`src/hw/rtl/mlr_pkg.sv`:
```
package mlr_pkg;

	localparam int PIX_W     = 12;
	localparam int CFG_W     = 10;
	localparam int CFG_IDX_W = 2;

	localparam logic REQ_LOAD = 1'b0;
	localparam logic REQ_STEP = 1'b1;

	localparam logic [CFG_IDX_W-1:0] CFG_GRID_MAX_COL = 2'd0;
	localparam logic [CFG_IDX_W-1:0] CFG_GRID_MAX_ROW = 2'd1;

	localparam logic [CFG_W-1:0] GRID_MAX_RESET = 10'd15;

	// per-job control between front and back
	typedef struct packed {
		logic many;
		logic done;
	} job_ctl_t;

	localparam int JOB_CTL_W = $bits(job_ctl_t);

endpackage

```
`src/hw/rtl/mlr_if.sv`:
```
interface mlr_req_if #(
	parameter int COORD_BITS = 10
);
	logic                  valid;
	logic                  ready;
	logic                  req_type;
	logic [COORD_BITS-1:0] first_x;
	logic [COORD_BITS-1:0] first_y;
	logic [COORD_BITS-1:0] second_x;
	logic [COORD_BITS-1:0] second_y;
	logic                  outline;

	modport source (output valid, req_type, first_x, first_y, second_x, second_y, outline,
		input ready);
	modport sink (input valid, req_type, first_x, first_y, second_x, second_y, outline,
		output ready);
endinterface

interface mlr_pix_if;
	import mlr_pkg::*;
	logic                    valid;
	logic                    ready;
	logic signed [PIX_W-1:0] pix_x;
	logic signed [PIX_W-1:0] pix_y;
	logic                    in_grid;
	logic                    last_of_item;
	logic                    line_done;

	modport source (output valid, pix_x, pix_y, in_grid, last_of_item, line_done,
		input ready);
	modport sink (input valid, pix_x, pix_y, in_grid, last_of_item, line_done,
		output ready);
endinterface

interface mlr_cfg_if;
	import mlr_pkg::*;
	logic                 valid;
	logic                 ready;
	logic [CFG_IDX_W-1:0] index;
	logic [CFG_W-1:0]     data;

	modport source (output valid, index, data, input ready);
	modport sink (input valid, index, data, output ready);
endinterface

```
`src/hw/rtl/midpoint_line_rasterizer.sv`:
```
// Midpoint line rasterizer for x-major lines. A load request (req_type 0) orders the two
// endpoints so x rises and gives the start pixel as one result; each step request
// (req_type 1) moves one column east or diagonally and gives the new pixel, or its 3x3
// neighbourhood in outline mode, every result flagged in_grid against grid_max_col and
// grid_max_row (config index 0 and 1, reset 15). A step with no line loaded, or after the
// end column, gives nothing. The front end takes one request per cycle while the job
// queue (QUEUE_DEPTH entries) has room; the back end sends one pixel per cycle while
// the output is ready, so a load or plain step gives one pixel and an outline step nine.
// A first result is written to the queue, then to the output register, before it is valid.
module midpoint_line_rasterizer #(
	parameter int COORD_BITS  = 10,
	parameter int QUEUE_DEPTH = 4
) (
	input  logic        clk,
	input  logic        arst_n,
	mlr_req_if.sink     req,
	mlr_pix_if.source   pix,
	mlr_cfg_if.sink     cfg
);
	import mlr_pkg::*;

	localparam int JOB_W = JOB_CTL_W + 2 * COORD_BITS;

	logic                  push_valid, q_full, q_not_empty, q_pop;
	logic [COORD_BITS-1:0] push_x, push_y, job_x, job_y;
	job_ctl_t              push_ctl, job_ctl;
	logic [JOB_W-1:0]      head_data;

	mlr_front #(.COORD_BITS(COORD_BITS)) u_front (
		.clk        (clk),
		.arst_n     (arst_n),
		.req        (req),
		.q_full     (q_full),
		.push_valid (push_valid),
		.push_x     (push_x),
		.push_y     (push_y),
		.push_ctl   (push_ctl)
	);

	mlr_queue #(.WIDTH(JOB_W), .DEPTH(QUEUE_DEPTH)) u_queue (
		.clk       (clk),
		.arst_n    (arst_n),
		.push      (push_valid),
		.push_data ({push_ctl, push_x, push_y}),
		.pop       (q_pop),
		.head_data (head_data),
		.not_empty (q_not_empty),
		.full      (q_full)
	);

	assign {job_ctl, job_x, job_y} = head_data;

	mlr_back #(.COORD_BITS(COORD_BITS)) u_back (
		.clk       (clk),
		.arst_n    (arst_n),
		.cfg       (cfg),
		.job_valid (q_not_empty),
		.job_x     (job_x),
		.job_y     (job_y),
		.job_ctl   (job_ctl),
		.job_pop   (q_pop),
		.pix       (pix)
	);

endmodule

```
`src/hw/rtl/mlr_front.sv`:
```
module mlr_front #(
	parameter int COORD_BITS = 10
) (
	input  logic                  clk,
	input  logic                  arst_n,
	mlr_req_if.sink               req,
	input  logic                  q_full,
	output logic                  push_valid,
	output logic [COORD_BITS-1:0] push_x,
	output logic [COORD_BITS-1:0] push_y,
	output mlr_pkg::job_ctl_t     push_ctl
);
	import mlr_pkg::*;

	localparam int DW = COORD_BITS + 4;
	localparam int IW = COORD_BITS + 3;

	logic [COORD_BITS-1:0] cur_col_q, cur_row_q, end_col_q;
	logic signed [DW-1:0]  decision_q;
	logic signed [IW-1:0]  inc_straight_q, inc_diagonal_q;
	logic                  going_down_q, outline_mode_q, line_active_q;

	logic                  accept, is_load;
	logic [COORD_BITS-1:0] ax, ay, bx, by, dx, ady;
	logic                  ld_down, ld_done;
	logic signed [DW-1:0]  ld_decision;
	logic signed [IW-1:0]  ld_inc_s, ld_inc_d;
	logic signed [IW-1:0]  st_inc;
	logic signed [DW:0]    st_sum;
	logic signed [DW-1:0]  st_decision;
	logic [COORD_BITS-1:0] st_col, st_row;
	logic                  st_done;

	assign req.ready = !q_full;
	assign accept    = req.valid && req.ready;
	assign is_load   = (req.req_type == REQ_LOAD);

	// load: order endpoints so x rises
	always_comb begin
		if (req.first_x > req.second_x) begin
			ax = req.second_x;
			ay = req.second_y;
			bx = req.first_x;
			by = req.first_y;
		end else begin
			ax = req.first_x;
			ay = req.first_y;
			bx = req.second_x;
			by = req.second_y;
		end
		dx          = bx - ax;
		ld_down     = !(by > ay);
		ady         = ld_down ? (ay - by) : (by - ay);
		ld_decision = DW'({ady, 1'b0}) - DW'(dx);
		ld_inc_s    = IW'({ady, 1'b0});
		ld_inc_d    = IW'({ady, 1'b0}) - IW'({dx, 1'b0});
		ld_done     = (dx == '0);
	end

	// step: one column with saturating decision
	always_comb begin
		st_row = cur_row_q;
		if (decision_q <= 0) begin
			st_inc = inc_straight_q;
		end else begin
			st_inc = inc_diagonal_q;
			st_row = going_down_q ? (cur_row_q - 1'b1) : (cur_row_q + 1'b1);
		end
		st_sum = (DW+1)'(decision_q) + (DW+1)'(st_inc);
		if (st_sum[DW] != st_sum[DW-1]) begin
			st_decision = st_sum[DW] ? {1'b1, {(DW-1){1'b0}}} : {1'b0, {(DW-1){1'b1}}};
		end else begin
			st_decision = st_sum[DW-1:0];
		end
		st_col  = cur_col_q + 1'b1;
		st_done = (st_col >= end_col_q);
	end

	always_ff @(posedge clk or negedge arst_n) begin
		if (!arst_n) begin
			cur_col_q      <= '0;
			cur_row_q      <= '0;
			end_col_q      <= '0;
			decision_q     <= '0;
			inc_straight_q <= '0;
			inc_diagonal_q <= '0;
			going_down_q   <= 1'b0;
			outline_mode_q <= 1'b0;
			line_active_q  <= 1'b0;
		end else if (accept) begin
			if (is_load) begin
				cur_col_q      <= ax;
				cur_row_q      <= ay;
				end_col_q      <= bx;
				decision_q     <= ld_decision;
				inc_straight_q <= ld_inc_s;
				inc_diagonal_q <= ld_inc_d;
				going_down_q   <= ld_down;
				outline_mode_q <= req.outline;
				line_active_q  <= !ld_done;
			end else if (line_active_q) begin
				cur_col_q  <= st_col;
				cur_row_q  <= st_row;
				decision_q <= st_decision;
				if (st_done) begin
					line_active_q <= 1'b0;
				end
			end
		end
	end

	// a step with no line gives no job
	assign push_valid    = accept && (is_load || line_active_q);
	assign push_x        = is_load ? ax : st_col;
	assign push_y        = is_load ? ay : st_row;
	assign push_ctl.many = !is_load && outline_mode_q;
	assign push_ctl.done = is_load ? ld_done : st_done;

endmodule

```
`src/hw/rtl/mlr_queue.sv`:
```
module mlr_queue #(
	parameter int WIDTH = 22,
	parameter int DEPTH = 4
) (
	input  logic             clk,
	input  logic             arst_n,
	input  logic             push,
	input  logic [WIDTH-1:0] push_data,
	input  logic             pop,
	output logic [WIDTH-1:0] head_data,
	output logic             not_empty,
	output logic             full
);
	localparam int AW = (DEPTH > 1) ? $clog2(DEPTH) : 1;
	localparam int CW = $clog2(DEPTH + 1);

	logic [WIDTH-1:0] mem_q [DEPTH];
	logic [AW-1:0]    wr_ptr_q, rd_ptr_q;
	logic [CW-1:0]    count_q;
	logic             do_push, do_pop;

	assign full      = (count_q == CW'(DEPTH));
	assign not_empty = (count_q != '0);
	assign do_push   = push && !full;
	assign do_pop    = pop && not_empty;
	assign head_data = mem_q[rd_ptr_q];

	always_ff @(posedge clk) begin
		if (do_push) begin
			mem_q[wr_ptr_q] <= push_data;
		end
	end

	always_ff @(posedge clk or negedge arst_n) begin
		if (!arst_n) begin
			wr_ptr_q <= '0;
			rd_ptr_q <= '0;
			count_q  <= '0;
		end else begin
			if (do_push) begin
				wr_ptr_q <= (wr_ptr_q == AW'(DEPTH - 1)) ? '0 : wr_ptr_q + 1'b1;
			end
			if (do_pop) begin
				rd_ptr_q <= (rd_ptr_q == AW'(DEPTH - 1)) ? '0 : rd_ptr_q + 1'b1;
			end
			case ({do_push, do_pop})
				2'b10:   count_q <= count_q + 1'b1;
				2'b01:   count_q <= count_q - 1'b1;
				default: count_q <= count_q;
			endcase
		end
	end

endmodule

```
`src/hw/rtl/mlr_back.sv`:
```
module mlr_back #(
	parameter int COORD_BITS = 10
) (
	input  logic                  clk,
	input  logic                  arst_n,
	mlr_cfg_if.sink               cfg,
	input  logic                  job_valid,
	input  logic [COORD_BITS-1:0] job_x,
	input  logic [COORD_BITS-1:0] job_y,
	input  mlr_pkg::job_ctl_t     job_ctl,
	output logic                  job_pop,
	mlr_pix_if.source             pix
);
	import mlr_pkg::*;

	localparam int PW = COORD_BITS + 2;
	localparam int WW = (PW > PIX_W) ? PW : PIX_W;

	logic [CFG_W-1:0] grid_max_col_q, grid_max_row_q;
	logic [1:0]       di_q, dj_q;
	logic             pix_valid_q;
	logic signed [PIX_W-1:0] pix_x_q, pix_y_q;
	logic             in_grid_q, last_q, done_q;

	logic             advance, take, last;
	logic [1:0]       ei, ej;
	logic signed [PW-1:0] px, py;
	logic signed [WW-1:0] px_w, py_w;
	logic             in_box;

	assign cfg.ready = 1'b1;

	always_ff @(posedge clk or negedge arst_n) begin
		if (!arst_n) begin
			grid_max_col_q <= GRID_MAX_RESET;
			grid_max_row_q <= GRID_MAX_RESET;
		end else if (cfg.valid) begin
			case (cfg.index)
				CFG_GRID_MAX_COL: grid_max_col_q <= cfg.data;
				CFG_GRID_MAX_ROW: grid_max_row_q <= cfg.data;
				default: ;
			endcase
		end
	end

	assign advance = !pix_valid_q || pix.ready;
	assign take    = advance && job_valid;
	assign last    = !job_ctl.many || (di_q == 2'd2 && dj_q == 2'd2);
	assign job_pop = take && last;

	// offset index 0..2 stands for -1..+1, plain pixels sit at the center
	always_comb begin
		ei     = job_ctl.many ? di_q : 2'd1;
		ej     = job_ctl.many ? dj_q : 2'd1;
		px     = PW'(job_x) + PW'(ei) - PW'(1);
		py     = PW'(job_y) + PW'(ej) - PW'(1);
		px_w   = WW'(px);
		py_w   = WW'(py);
		in_box = !px[PW-1] && !py[PW-1] &&
			($unsigned(px_w) <= WW'(grid_max_col_q)) &&
			($unsigned(py_w) <= WW'(grid_max_row_q));
	end

	always_ff @(posedge clk or negedge arst_n) begin
		if (!arst_n) begin
			pix_valid_q <= 1'b0;
			di_q        <= '0;
			dj_q        <= '0;
		end else if (advance) begin
			pix_valid_q <= job_valid;
			if (job_valid) begin
				if (last) begin
					di_q <= '0;
					dj_q <= '0;
				end else if (dj_q == 2'd2) begin
					di_q <= di_q + 1'b1;
					dj_q <= '0;
				end else begin
					dj_q <= dj_q + 1'b1;
				end
			end
		end
	end

	always_ff @(posedge clk) begin
		if (take) begin
			pix_x_q   <= px_w[PIX_W-1:0];
			pix_y_q   <= py_w[PIX_W-1:0];
			in_grid_q <= in_box;
			last_q    <= last;
			done_q    <= job_ctl.done;
		end
	end

	assign pix.valid        = pix_valid_q;
	assign pix.pix_x        = pix_x_q;
	assign pix.pix_y        = pix_y_q;
	assign pix.in_grid      = in_grid_q;
	assign pix.last_of_item = last_q;
	assign pix.line_done    = done_q;

endmodule

```
`src/flat_wrapper.sv`:
```
// flat-port wrapper written by rule: the top's interface ports become plain ports
module midpoint_line_rasterizer_flat import mlr_pkg::*;
#(
	parameter int COORD_BITS  = 10,
	parameter int QUEUE_DEPTH = 4
)
  (clk, arst_n, req_valid, req_req_type, req_first_x, req_first_y, req_second_x, req_second_y, req_outline, req_ready, pix_valid, pix_pix_x, pix_pix_y, pix_in_grid, pix_last_of_item, pix_line_done, pix_ready, cfg_valid, cfg_index, cfg_data, cfg_ready);
  mlr_req_if #(.COORD_BITS(COORD_BITS)) req_i ();
  mlr_pix_if pix_i ();
  mlr_cfg_if cfg_i ();
  input  logic clk;
  input  logic arst_n;
  input wire logic [$bits(req_i.valid)-1:0] req_valid;
  input wire logic [$bits(req_i.req_type)-1:0] req_req_type;
  input wire logic [$bits(req_i.first_x)-1:0] req_first_x;
  input wire logic [$bits(req_i.first_y)-1:0] req_first_y;
  input wire logic [$bits(req_i.second_x)-1:0] req_second_x;
  input wire logic [$bits(req_i.second_y)-1:0] req_second_y;
  input wire logic [$bits(req_i.outline)-1:0] req_outline;
  output wire logic [$bits(req_i.ready)-1:0] req_ready;
  output wire logic [$bits(pix_i.valid)-1:0] pix_valid;
  output wire logic [$bits(pix_i.pix_x)-1:0] pix_pix_x;
  output wire logic [$bits(pix_i.pix_y)-1:0] pix_pix_y;
  output wire logic [$bits(pix_i.in_grid)-1:0] pix_in_grid;
  output wire logic [$bits(pix_i.last_of_item)-1:0] pix_last_of_item;
  output wire logic [$bits(pix_i.line_done)-1:0] pix_line_done;
  input wire logic [$bits(pix_i.ready)-1:0] pix_ready;
  input wire logic [$bits(cfg_i.valid)-1:0] cfg_valid;
  input wire logic [$bits(cfg_i.index)-1:0] cfg_index;
  input wire logic [$bits(cfg_i.data)-1:0] cfg_data;
  output wire logic [$bits(cfg_i.ready)-1:0] cfg_ready;
  assign req_i.valid = req_valid;
  assign req_i.req_type = req_req_type;
  assign req_i.first_x = req_first_x;
  assign req_i.first_y = req_first_y;
  assign req_i.second_x = req_second_x;
  assign req_i.second_y = req_second_y;
  assign req_i.outline = req_outline;
  assign req_ready = req_i.ready;
  assign pix_valid = pix_i.valid;
  assign pix_pix_x = pix_i.pix_x;
  assign pix_pix_y = pix_i.pix_y;
  assign pix_in_grid = pix_i.in_grid;
  assign pix_last_of_item = pix_i.last_of_item;
  assign pix_line_done = pix_i.line_done;
  assign pix_i.ready = pix_ready;
  assign cfg_i.valid = cfg_valid;
  assign cfg_i.index = cfg_index;
  assign cfg_i.data = cfg_data;
  assign cfg_ready = cfg_i.ready;
  midpoint_line_rasterizer #(.COORD_BITS(COORD_BITS), .QUEUE_DEPTH(QUEUE_DEPTH)) u_core (.clk(clk), .arst_n(arst_n), .req(req_i), .pix(pix_i), .cfg(cfg_i));
endmodule
```
`config.mk`:
```
export PLATFORM = sky130hd
export DESIGN_NAME = midpoint_line_rasterizer_flat
export DESIGN_NICKNAME = d
export VERILOG_FILES = /design/src/hw/rtl/mlr_pkg.sv /design/src/hw/rtl/mlr_if.sv /design/src/hw/rtl/midpoint_line_rasterizer.sv /design/src/hw/rtl/mlr_front.sv /design/src/hw/rtl/mlr_queue.sv /design/src/hw/rtl/mlr_back.sv /design/src/flat_wrapper.sv
export SDC_FILE = /design/constraint.sdc
export NUM_CORES = 1
export LEC_CHECK = 0
export BUFFER_PORTS_ARGS = -buffer_cell sky130_fd_sc_hd__buf_2
export CORE_ASPECT_RATIO = 1.4
export CORE_MARGIN = 2
export CORE_UTILIZATION = 35
export CTS_BUF_LIST = sky130_fd_sc_hd__clkbuf_4 sky130_fd_sc_hd__clkbuf_8
export CTS_CLUSTER_SIZE = 40
export DETAILED_ROUTE_END_ITERATION = 6
export MAX_ROUTING_LAYER = met4
export PLACE_DENSITY = 0.62
export SKIP_CTS_REPAIR_TIMING = 1
export SLEW_MARGIN = 20
export SYNTH_ARGS = -nofsm -noshare
export SYNTH_HDL_FRONTEND = slang
export SYNTH_SLANG_ARGS = --single-unit
```
`constraint.sdc`:
```
create_clock -name clk -period 11 [get_ports clk]
set_input_delay 0.55 -clock clk [delete_from_list [all_inputs] [get_ports clk]]
set_output_delay 0.55 -clock clk [all_outputs]
set_load 0.02 [all_outputs]
```
### After elaboration in Yosys (flattened, before gate mapping)

Memory sizes are Yosys's and may differ from the RTL's.
Index checks and enable logic that the tools add are counted.

* equal/unequal tests: 10
* mux-type cells: 33
* $add $sub $neg: 19
* reductions and logical operators: 32
* bitwise operators: 1
* magnitude comparators: 6

Operator list (number)
* $mux W10: 13
* $mux W14: 4
* $sub A10 B10 Y10: 3
* $le A12 B10 Y1: 2
* $sub A11 B1 Y12 const B: 2
* $add A10 B2 Y11: 2
* $add A10 B1 Y10 const B: 2
* $gt A10 B10 Y1: 2
* $mux W2: 8
* $add A14 B13 Y15: 1
* $le A14 B1 Y1 const B: 1
* $mux W13: 1
* $sub A11 B10 Y12: 1
* $sub A11 B11 Y12: 1
* $logic_and A1 B1 Y1: 11
* $eq A2 B2 Y1 const B: 5
* $ge A10 B10 Y1: 1
* $logic_not A10 Y1: 1
* $reduce_and A2 Y1: 5
* $sub A10 B1 Y10 const B: 1
* $add A2 B1 Y2 const B: 4
* $logic_not A1 Y1: 7
* $mux W1: 6
* $pmux W3 S2: 1
* 12 further kinds: 16

* register bits: 129
* output and inout bits: 30
* memory bits (writable): 88
* input port bits: 59
* word-level logic and storage cells: 124
* memories: 1

Memories
* u_core.u_queue.mem_q: words 4, width 22, rd ports 1, clocked after Yosys merged registers in 0, wr ports 1, line mlr_queue.sv:17 `logic [WIDTH-1:0] mem_q [DEPTH];`

### Depth between registers and ports, before layout

An unclocked memory read counts as a cell.

* depth after elaboration: 8
* gate-level depth with buffers: 30
* mapped depth without buffers: 27

### Hierarchy

From an unflattened synthesis, not the netlist that was laid out.

* cells, all modules: 1445
* area total of the unflattened synthesis: 14398.8 sq um

By module, submodules not included
* mlr_front: cells each 967, sequential area each 1701.6 sq um, area each 7347.0 sq um, times used 1
* mlr_queue: cells each 156, sequential area each 2817.7 sq um, area each 3666.0 sq um, times used 1
* mlr_back: cells each 322, sequential area each 1446.4 sq um, area each 3385.7 sq um, times used 1

### Worst setup path after synthesis

Ideal clock, no wire load.

* path type: input port to flip-flop
* start: input req_second_x[3]
* end: register u_core.u_front.decision_q[10]
* arrival time: 6.017 ns
* required time: 10.879 ns
* buffers on the path: 2
* setup slack: 4.862 ns
* setup time: 0.121 ns
* stages: 29
* cells stage by stage: inv_1 -> ha_1 -> a21o_1 -> a31oi_2 -> nand4_2 -> nand2_2 -> buf_6 -> a31o_2 -> inv_1 -> ha_1 -> nand2b_1 -> nand2_1 -> o211ai_2 -> mux2_4 -> a22oi_4 -> clkbuf_1 -> mux2i_1 -> inv_1 -> ha_1 -> nor2b_1 -> o21ai_0 -> a21boi_0 -> o21ai_0 -> a21oi_1 -> o211ai_1 -> a211oi_1 -> mux2_1 -> or4_1 -> o22a_1

* longest elaborated chain between the ends: 6
* elaborated cells between the ends (all ways): 12
* classes of those cells: add/sub (4); order compare (2); mux (6)

Ends and longest elaborated chain
* start: declaration: line flat_wrapper.sv:17 `input wire logic [$bits(req_i.second_x)-1:0] req_second_x;`
* $gt A10 B10 Y1 (*): line mlr_front.sv:40 `if (req.first_x > req.second_x) begin`
* $mux W10: line mlr_front.sv:40
* $sub A10 B10 Y10 or $gt A10 B10 Y1 (tied branches): line mlr_front.sv:53, mlr_front.sv:52
* $mux W10 (*): line mlr_front.sv:53 `ady = ld_down ? (ay - by) : (by - ay);`
* named net u_core.u_front.ady[1]: line mlr_front.sv:24 `logic [COORD_BITS-1:0] ax, ay, bx, by, dx, ady;`
* $sub A11 B10 Y12 (*): line mlr_front.sv:54 `ld_decision = DW'({ady, 1'b0}) - DW'(dx);`
* $mux W14 (*): line mlr_front.sv:91 `if (is_load) begin`
* end signal: assignment: line mlr_front.sv:95 `decision_q <= ld_decision;`
* end signal: assignment: line mlr_front.sv:104 `decision_q <= st_decision;`
* end: declaration: line mlr_front.sv:19 `logic signed [DW-1:0] decision_q;`

The timed path passes the listed nets; every way through them passes the cells marked *.
A chain may end at the register's enable or synchronous reset.

### Worst setup path after layout

* start: input req_second_x[5]
* end: register u_core.u_front.decision_q[10]

Same word-level chain as after synthesis.

==> metrics.txt <==
# TYPE chip_impl_metric gauge
chip_impl_metric{name="vias",unit=""} 10950
chip_impl_metric{name="grt_max_degree",unit=""} 70
chip_impl_info{name="cp-end-kind",value="flop"} 1
chip_impl_info{name="criticalPathCategory",value="primary input to flop"} 1
chip_impl_metric{name="placement_rows",unit=""} 87
chip_impl_info{name="yosysTopAreaCell",value="edfxtp_1"} 1
chip_impl_info{name="cpMaxStageDelayCell",value="ha_1"} 1
chip_impl_info{name="crit_path_start",value="req_second_x[5]"} 1
chip_impl_metric{name="worstSetupPathDepth",unit=""} 28
chip_impl_metric{name="max_cap_viol_count",unit=""} 0
chip_impl_metric{name="routabilityCongestion",unit=""} 0.9154
chip_impl_metric{name="post-dp-hpwl",unit="mm"} 27.05
chip_impl_metric{name="synthesis.area",unit="um^2"} 14380
chip_impl_metric{name="vias_per_cell",unit=""} 5.208
chip_impl_metric{name="worst_path_maximum_fanout",unit=""} 15
chip_impl_metric{name="boundaryPins",unit=""} 89
chip_impl_metric{name="grt_antenna_before_repair",unit=""} 1
chip_impl_metric{name="power.static_leakage",unit="nW"} 7.062
chip_impl_metric{name="placed_cells",unit=""} 2033
chip_impl_metric{name="hold_viol_final",unit=""} 0
chip_impl_metric{name="cts.clk_slew.worst_paths",unit="ns"} 0.07
chip_impl_info{name="family_of_cells_with_the_greatest_summed_delay_on_the_critical_path",value="compound AO/OA/AOI/OAI gates"} 1
chip_impl_metric{name="number_of_cells_on_the_worst_reg_to_reg_path",unit=""} 20
chip_impl_info{name="post_synth_main_area_contributors",value="edfxtp_1, dfrtp_1, ha_1, nand2_1, inv_1"} 1
chip_impl_info{name="cts_tree",value="yes"} 1
chip_impl_metric{name="die-height",unit="um"} 243.8
chip_impl_metric{name="worstMarginPinSlew",unit="ns"} 0.9301
chip_impl_metric{name="postSynth.asyncResetShare",unit="%"} 46.51
chip_impl_metric{name="postLayoutCoreUtil",unit="%"} 40.35
chip_impl_metric{name="max-clock-path-buffers",unit=""} 3
chip_impl_metric{name="finalWorstPathRequiredPeriod",unit="ns"} 6.576
chip_impl_metric{name="cts_sinks",unit=""} 215
chip_impl_metric{name="yosysTopAreaCellShare",unit="%"} 24.02
chip_impl_metric{name="synth.avg_cell_area",unit="um^2"} 9.941
chip_impl_metric{name="area.sequential",unit="um^2"} 5966
chip_impl_metric{name="peakVddDrop",unit="V"} 0.0001243
chip_impl_metric{name="wl_per_cell",unit="um"} 16.98
chip_impl_metric{name="critical_path.max_stage_delay",unit="ns"} 0.52
chip_impl_metric{name="clk_latency",unit="ns"} 0.54
chip_impl_info{name="grt_setup_unrepaired",value="false"} 1
chip_impl_metric{name="clock.fmax",unit="GHz"} 0.1521
chip_impl_metric{name="synth-seq-cells",unit=""} 215
chip_impl_metric{name="yosysSeqAreaShare",unit="%"} 41.50
chip_impl_metric{name="initialDrtViolationCount",unit=""} 628
chip_impl_metric{name="areaGrowthSynthToFinish",unit="%"} 13.36
chip_impl_metric{name="die-area",unit="um^2"} 42730
chip_impl_metric{name="ys.warnings.count",unit=""} 0
chip_impl_metric{name="critical_path_required",unit="ns"} 11.41
chip_impl_metric{name="post-layout-total-power",unit="mW"} 5.241
chip_impl_info{name="setup.worst_path.end",value="u_core.u_front.decision_q[10]"} 1
chip_impl_metric{name="synth_edf_count",unit=""} 115
chip_impl_metric{name="total_core_area",unit="um^2"} 40390
chip_impl_metric{name="initial_core_util",unit="%"} 35.60
chip_impl_metric{name="finish.cell_count_without_fillers",unit=""} 2102
chip_impl_metric{name="multi_input_area",unit="um^2"} 7721
chip_impl_info{name="synth_flop_cell",value="edfxtp_1"} 1
chip_impl_metric{name="first_global_vias",unit=""} 10890
chip_impl_metric{name="final_max_slew_viol_count",unit=""} 0
chip_impl_info{name="r2r-start",value="u_core.u_front.decision_q[6]"} 1
chip_impl_metric{name="post-route-period-util",unit="%"} 59.78
chip_impl_metric{name="synthCells",unit=""} 1446
chip_impl_metric{name="slew_headroom",unit="%"} 37.99
chip_impl_info{name="cts.root.buffer_cell",value="clkbuf_8"} 1
chip_impl_metric{name="grt_remaining_overflow",unit=""} 0
chip_impl_metric{name="tritoncts.num_buffers",unit=""} 37
chip_impl_metric{name="cp_data_arrival_time",unit="ns"} 6.99
chip_impl_info{name="min-delay-path-class",value="primary input to flop"} 1
chip_impl_info{name="outcome",value="complete, no violations"} 1
chip_impl_metric{name="synth_nets",unit=""} 1630
chip_impl_metric{name="ctsHtreeMaxLevel",unit=""} 2
chip_impl_metric{name="fill_cells",unit=""} 3928
chip_impl_metric{name="drt_first_pass_iters",unit=""} 5
chip_impl_metric{name="port_buffers",unit=""} 87
chip_impl_info{name="rr_endpoint",value="u_core.u_front.decision_q[10]"} 1
chip_impl_metric{name="cp.buffers_inverters",unit=""} 4
chip_impl_metric{name="drive_gt1_share",unit="%"} 16.48
chip_impl_metric{name="route.antenna.remaining_nets",unit=""} 0
chip_impl_metric{name="drc_violations_left",unit=""} 0
chip_impl_metric{name="nNetsFinal",unit=""} 1723
chip_impl_metric{name="detail_route.wirelength",unit="mm"} 35.69
chip_impl_metric{name="grt_pass1_wl",unit="mm"} 57.35
chip_impl_metric{name="power_density",unit="nW/um^2"} 321.6
chip_impl_metric{name="fin_tns_setup",unit="ns"} 0
chip_impl_metric{name="groute.usage.overall",unit="%"} 17.31
chip_impl_info{name="critical_path_source_type",value="primary input"} 1
chip_impl_metric{name="synth_cell_types",unit=""} 92
chip_impl_metric{name="die-width",unit="um"} 175.3
chip_impl_metric{name="worst_clk_skew",unit="ns"} 0.02045
chip_impl_metric{name="reg2reg_setup_slack",unit="ns"} 5.74
chip_impl_metric{name="final-setup-viol-count",unit=""} 0
## layout by cell type (no fill, tap or decap), drive strengths merged, types with 24 or more instances in the layout
| master | Yosys | final |
|---|---|---|
| a21o | 26 | 26 |
| inv | 128 | 130 |
| xor2 | 26 | 26 |
| o21ai | 98 | 98 |
| mux2 | 36 | 36 |
| xnor2 | 46 | 46 |
| nor2 | 85 | 85 |
| nand2 | 174 | 174 |
| buf | 15 | 104 |
| clkbuf | 36 | 44 |
| nand3 | 24 | 24 |
| edfxtp | 115 | 115 |
| dfrtp | 92 | 92 |
| a21oi | 81 | 81 |
| ha | 118 | 118 |
## layer usage
layer / GRT usage [%] / wire, um / share of wire [%]
met3: 1.904 / 1413 / 4.0
met5: - / 0 / 0
met4: 6.691 / 1247 / 3.5
met1: 20.07 / 14740 / 41
met2: 30.56 / 18290 / 51
## synthesized netlist by cell type (14+ instances only)
cell,number
nor2b_1,19
mux2_2,34
ha_1,118
nor3_1,15
edfxtp_1,115
mux4_2,21
dfrtp_1,92
a31oi_1,16
mux2i_1,17
xnor2_1,46
o21ai_0,94
a21oi_1,80
o21bai_1,15
a21o_1,26
nand2_1,173
nor2_1,84
o21a_1,14
inv_1,128
nand3_1,23
clkbuf_1,36
nand2b_1,19
xor2_1,25
## worst min-delay path, stage by stage
cell,delay (ns)
buf_2,0.09
nand2_1,0.04
o21ai_0,0.07
## logic make-up after synthesis
family	count (synthesis)	share of synthesized area [%]
other	1	0.02609
xor gates and xnor gates	72	4.439
and+or+nand+nor	417	13.87
AOI/OAI and AO/OA	348	15.75
adders and majority gates	139	12.23
muxes	74	7.320
buffers and inverters	180	4.857
DFF	215	41.50
## sequential cells by signal, summed over array words and instances (netlist names), 2 cells and up
register / flops
u_core.u_front.end_col_q: 10
u_core.u_front.cur_row_q: 10
u_core.u_back.pix.pix_y: 12
u_core.u_queue.count_q: 3
u_core.u_back.grid_max_col_q: 10
u_core.u_back.di_q: 2
u_core.u_front.cur_col_q: 10
u_core.u_back.dj_q: 2
u_core.u_queue.mem_q: 88
u_core.u_front.inc_diagonal_q: 11
u_core.u_back.grid_max_row_q: 10
u_core.u_queue.rd_ptr_q: 2
u_core.u_queue.wr_ptr_q: 2
u_core.u_front.decision_q: 14
u_core.u_back.pix.pix_x: 12
u_core.u_front.inc_straight_q: 10
## per-stage QoR
| stage | worst slack, ns | hold WS, ns | area [um^2] |
|---|---|---|---|
| final | 4.424 | 0.2547 | 16300 |
| after CTS | 4.485 | -0.04943 | 16280 |
| after global routing | 3.946 | 0.2535 | 16290 |
| after detailed placement | 4.002 | 0.4598 | 15400 |
| after floorplan | 4.862 | 0.2544 | 14380 |
| after global placement | 4.108 | 0.4539 | 15400 |
## layout make-up
type	count	area share, %
Antenna cell	2	0.03071
Tap cell	534	4.100
Clock inverter	22	1.774
Sequential cell	215	36.61
Clock buffer	44	3.601
Multi-Input combinational cell	1051	47.38
Inverter	129	2.971
Timing Repair Buffer	105	3.532
## power breakdown
part,leakage (nW),internal [mW],switching (mW)
clock network,0.452,0.522,0.336
logic,4.35,1.28,1.71
registers,2.26,1.25,0.147
## worst min-delay path by stage
stage / start / to / slack [ns] / depth (start not counted)
3_5_place_dp: u_core.u_front.inc_straight_q[7] / u_core.u_front.inc_straight_q[7] / 0.46 / 2
3_3_place_gp: u_core.u_front.inc_straight_q[6] / u_core.u_front.inc_straight_q[6] / 0.45 / 2
5_1_grt: cfg_data[2] / u_core.u_back.grid_max_row_q[2] / 0.25 / 2
4_1_cts: arst_n / u_core.u_back.grid_max_row_q[9] / -0.05 / 1
6_report: cfg_data[9] / u_core.u_back.grid_max_col_q[9] / 0.25 / 3
2_1_floorplan: arst_n / u_core.u_back.di_q[0] / 0.25 / 0
Note: power is estimated with default switching activity, not from simulation.
